===== src/fsba_pkg.sv =====
package fsba_pkg;

  localparam logic ACT_ALLOC = 1'b0;
  localparam logic ACT_FREE  = 1'b1;

  localparam logic [1:0] STAT_OK        = 2'd0;
  localparam logic [1:0] STAT_FULL      = 2'd1;
  localparam logic [1:0] STAT_EXHAUSTED = 2'd2;

  localparam logic REG_ELEM_SIZE  = 1'b0;
  localparam logic REG_ADDR_LIMIT = 1'b1;

  localparam int ELEM_SIZE_W  = 17;
  localparam int ADDR_LIMIT_W = 32;
  localparam int OUT_ADDR_W   = 32;
  localparam int FREE_CNT_W   = 9;

  typedef enum logic {
    S_IDLE,
    S_POP
  } state_t;

  typedef struct packed {
    logic [OUT_ADDR_W-1:0] address;
    logic [1:0]            status;
    logic [FREE_CNT_W-1:0] free_count;
  } res_t;

endpackage


===== src/fsba_resq.sv =====
module fsba_resq (
  input  logic          clk,
  input  logic          rst_n,
  input  logic          push,
  input  fsba_pkg::res_t push_data,
  input  logic          pop_ready,
  output logic          head_valid,
  output fsba_pkg::res_t head_data,
  output logic          full
);

  import fsba_pkg::*;

  logic hv_r, hv_nxt;
  logic sv_r, sv_nxt;
  res_t head_r, head_nxt;
  res_t skid_r, skid_nxt;
  logic pop;

  assign pop = hv_r && pop_ready;

  always_comb begin
    hv_nxt   = hv_r;
    sv_nxt   = sv_r;
    head_nxt = head_r;
    skid_nxt = skid_r;
    if (pop) begin
      if (sv_r) begin
        head_nxt = skid_r;
        hv_nxt   = 1'b1;
        sv_nxt   = push;
        skid_nxt = push_data;
      end else begin
        head_nxt = push_data;
        hv_nxt   = push;
      end
    end else if (push) begin
      if (!hv_r) begin
        head_nxt = push_data;
        hv_nxt   = 1'b1;
      end else begin
        skid_nxt = push_data;
        sv_nxt   = 1'b1;
      end
    end
  end

  always_ff @(posedge clk) begin
    if (!rst_n) begin
      hv_r <= 1'b0;
      sv_r <= 1'b0;
    end else begin
      hv_r <= hv_nxt;
      sv_r <= sv_nxt;
    end
    head_r <= head_nxt;
    skid_r <= skid_nxt;
  end

  assign head_valid = hv_r;
  assign head_data  = head_r;
  assign full       = sv_r;

endmodule


===== config.mk =====
export PLATFORM = sky130hd
export DESIGN_NAME = fsba_resq
export DESIGN_NICKNAME = d
export VERILOG_FILES = /design/src/fsba_pkg.sv /design/src/fsba_resq.sv
export SDC_FILE = /design/constraint.sdc
export NUM_CORES = 1
export LEC_CHECK = 0
export ABC_AREA = 1
export ABC_CLOCK_PERIOD_IN_PS = 5800
export BUFFER_PORTS_ARGS = -buffer_cell sky130_fd_sc_hd__buf_2
export CAP_MARGIN = 25
export CORE_MARGIN = 2
export CORE_UTILIZATION = 49
export CTS_BUF_LIST = sky130_fd_sc_hd__clkbuf_2
export DETAILED_ROUTE_END_ITERATION = 8
export PLACE_DENSITY = 0.77
export SLEW_MARGIN = 25
export SYNTH_ARGS = -nofsm -noshare
export SYNTH_HDL_FRONTEND = slang
export SYNTH_SLANG_ARGS = --single-unit

===== constraint.sdc =====
create_clock -name clk -period 5.8 [get_ports clk]
set_input_delay 1.45 -clock clk [delete_from_list [all_inputs] [get_ports clk]]
set_output_delay 1.45 -clock clk [all_outputs]
set_load 0.005 [all_outputs]

==> results.py <==
metrics = {
    "critical_path": {
        "path_class": "in2reg",
        "timing.rr.end": "skid_r[37]",
        "startpoint_type": "primary input",
        "critPathLaunch": "pop_ready",
        "worst_path_max_delay_cell": "a22oi_2",
        "crit_fanout": 46,
        "regToRegSetupSlack_ns": 3.24,
        "worstPathRequired_ns": 5.99,
        "critPathBufInv": 3,
        "crit_family": "buffers and inverters",
        "crit_arrival_ns": 3.23,
        "cp_cell_sequence": "buf_2 -> nand3_4 -> a22oi_2 -> buf_8 -> buf_4",
        "timing.rr.start": "head_valid",
        "cpPeakStageDelay_ns": 0.67,
        "cp-end-kind": "register",
        "reg2regPathDepth": 4,
    },
    "cts": {
        "cts_max_level": 3,
        "cts_made_buffers": 9,
        "postCtsSetupBuffers": 0,
        "clk_pin_slew_ns": 0.22,
        "hold_buffers": 0,
        "cts_resized": 0,
        "cts.sinks": 88,
        "root_buffer": "clkbuf_2",
        "clockBufferDepth": 2,
        "cts_tree": "built",
        "clk_latency_ns": 0.52,
    },
    "synthesis": {
        "synth_area_leaders": "edfxtp_1 80%, nand2_1 15%, buf_6 1.4%",
        "synth_top_cell_area_share_pct": 79.5,
        "ys_ff_latch": 88,
        "synthCells": 240,
        "synth_nets": 287,
        "syn_area_um2": 3250,
        "synth_commonest_cells": "134 x nand2_1, 86 x edfxtp_1, 4 x buf_6",
        "ys_warn_count": 0,
        "synth_top_area_cell": "edfxtp_1",
        "yosysSeqAreaShare_pct": 80.7,
        "syn_avg_cell_area_um2": 13.5,
        "yosysUniqueCellTypes": 13,
        "synthMostInstantiatedCell": "nand2_1",
        "synth_edf_count": 86,
        "synth-main-ff-cell": "edfxtp_1",
        "ys_async_sr_fraction_pct": 0,
    },
    "hold_path": {
        "hold_depth": 2,
        "whs_endpoint": "head_data[21]",
        "hp-class": "reg2reg",
        "hp-start": "skid_r[21]",
    },
    "routing": {
        "post_drt_wl_per_cell_um": 13.6,
        "drt_iter0_markers": 129,
        "drc_errors": 0,
        "viasPerCell": 4.74,
        "ant_nets": 0,
        "first_pass_iters": 4,
        "vias": 1987,
        "drt-total-wl_um": 5710,
    },
    "power_and_ir_drop": {
        "power_frac_seq_pct": 63.9,
        "power.share.switching_pct": 21.6,
        "p_switching_uw": 251,
        "p_per_area_nw_per_um2": 297,
        "p_comb_share_pct": 6.9,
        "intPower_uw": 914,
        "clkPwrFrac_pct": 29.2,
        "irDropWorstVdd_mv": 0.190,
        "p_leak_nw": 1.69,
    },
    "timing": {
        "setup_viol": 0,
        "worstMarginPinSlew_ns": 0.607,
        "rsz0062_at_grt": "false",
        "finClkSkew_ns": 0.0379,
        "slew_headroom_pct": 59.5,
        "tns_ns": 0,
        "timing.final.max_slew_violations": 0,
        "fmax_mhz": 329,
        "finalCriticalPeriod_ns": 3.04,
        "hold_viol": 0,
        "setup_ws_ns": 2.76,
        "post-route-period-util_pct": 52.4,
    },
    "global_routing": {
        "grt_util_met1_pct": 21.3,
        "use_met3_pct": 4.28,
        "grt_use_met2_pct": 26.2,
        "grt_pass1_vias": 1992,
        "grt-ovfl-total": 0,
        "grt_max_degree": 47,
        "grt_most_used_layer": "met2",
        "grt_pass1_wl_um": 9140,
        "grt_util_all_layers_pct": 16.6,
        "grt_antenna_before_repair": 0,
    },
    "die": {
        "initial_core_util_pct": 50.9,
        "die_y_um": 85.4,
        "row_count": 29,
        "ios": 92,
        "die_w_um": 85.4,
        "die_area_um2": 7300,
        "core_um2": 6390,
    },
    "cells_and_area": {
        "antenna_cells": 0,
        "syn_to_final_growth_pct": 20.6,
        "layout-drive-gt1-share_pct": 33.3,
        "finalNetCount": 384,
    },
    "run_status": {
        "status": "complete, no violations",
    },
    "placement": {
        "gp_congestion": 0.678,
        "portBuffers": 91,
        "dp_hpwl_um": 3660,
        "place_ws_ns": 1.83,
    },
    "flow_run": {
        "drv_cap": 0,
    },
}
area by class of cell:
cell class | instances | area (um^2)
clock inverters | 6 | 83.8
clock buffers | 10 | 50.0
repair buffers | 94 | 485
multi-input cells | 140 | 564
fillers | 522 | 2470
well taps | 77 | 96.3
inverters | 4 | 16.3
flip-flops and latches | 88 | 2620
worst reg2reg max path, stage by stage (launching register included):
cell and delay [ns]:
dfxtp_1 0.56, nand3_4 0.49, a22oi_2 0.67, buf_8 0.23
buf_4 0.32
worst max path at each step:
stage	to	slack, ns	cells after the start
finish	skid_r[37]	2.76	5
global route	skid_r[37]	2.67	5
CTS	skid_r[37]	2.41	4
detailed placement	skid_r[37]	1.83	4
global placement	skid_r[37]	2.02	4
floorplan	head_data[0]	0.74	2
registers in the layout, summed over array words and instances, names as in the netlist:
name and flops:
head_data 43, skid_r 43, full 1, head_valid 1
power groups by stage:
stage	combinational [mW]	sequential, mW	clock, mW
finish	0.0806	0.744	0.340
global placement	0.0782	0.758	0
detailed placement	0.0817	0.759	0
global route	0.0912	0.747	0.374
floorplan	0.0267	0.765	0
CTS	0.0815	0.745	0.347
metal layers:
metal	up-vias	part of all wire, %
li1	1006	-
met1	901	45
met2	69	47
met3	11	5.8
met4	0	2.2
met5	-	0
stage by stage:
stage	utilization (%)	hold slack (ns)	instance area [um^2]	instances	power, mW
finish	61.4	0.520	3920	419	1.17
global route	61.4	0.556	3920	419	1.21
CTS	61.1	0.527	3900	418	1.17
detailed placement	59.0	0.499	3770	402	0.840
global placement	59.0	0.494	3770	402	0.836
floorplan	-	0.487	3250	240	0.791
cell families after synthesis:
group,count (synthesis),synth area share (%)
flip-flops,88,80.7
AND/OR/NAND/NOR,136,16.2
buffers and inverters,12,2.39
AO/OA/AOI/OAI,4,0.693
cells in the final DEF (no fill, tap or decap):
cell / Yosys / final
buf_4: 0 / 2
o21ai_0: 2 / 1
inv_1: 3 / 3
clkinv_4: 0 / 1
o21ai_4: 0 / 1
buf_2: 1 / 91
nand2_1: 134 / 134
clkbuf_2: 0 / 10
nand3_4: 1 / 1
nand3_1: 1 / 1
a21oi_1: 1 / 1
edfxtp_1: 86 / 86
buf_8: 0 / 1
bufinv_16: 0 / 2
dfxtp_1: 2 / 2
clkinv_2: 1 / 4
a22oi_2: 0 / 1
Note: power is estimated with default switching activity, not from simulation.
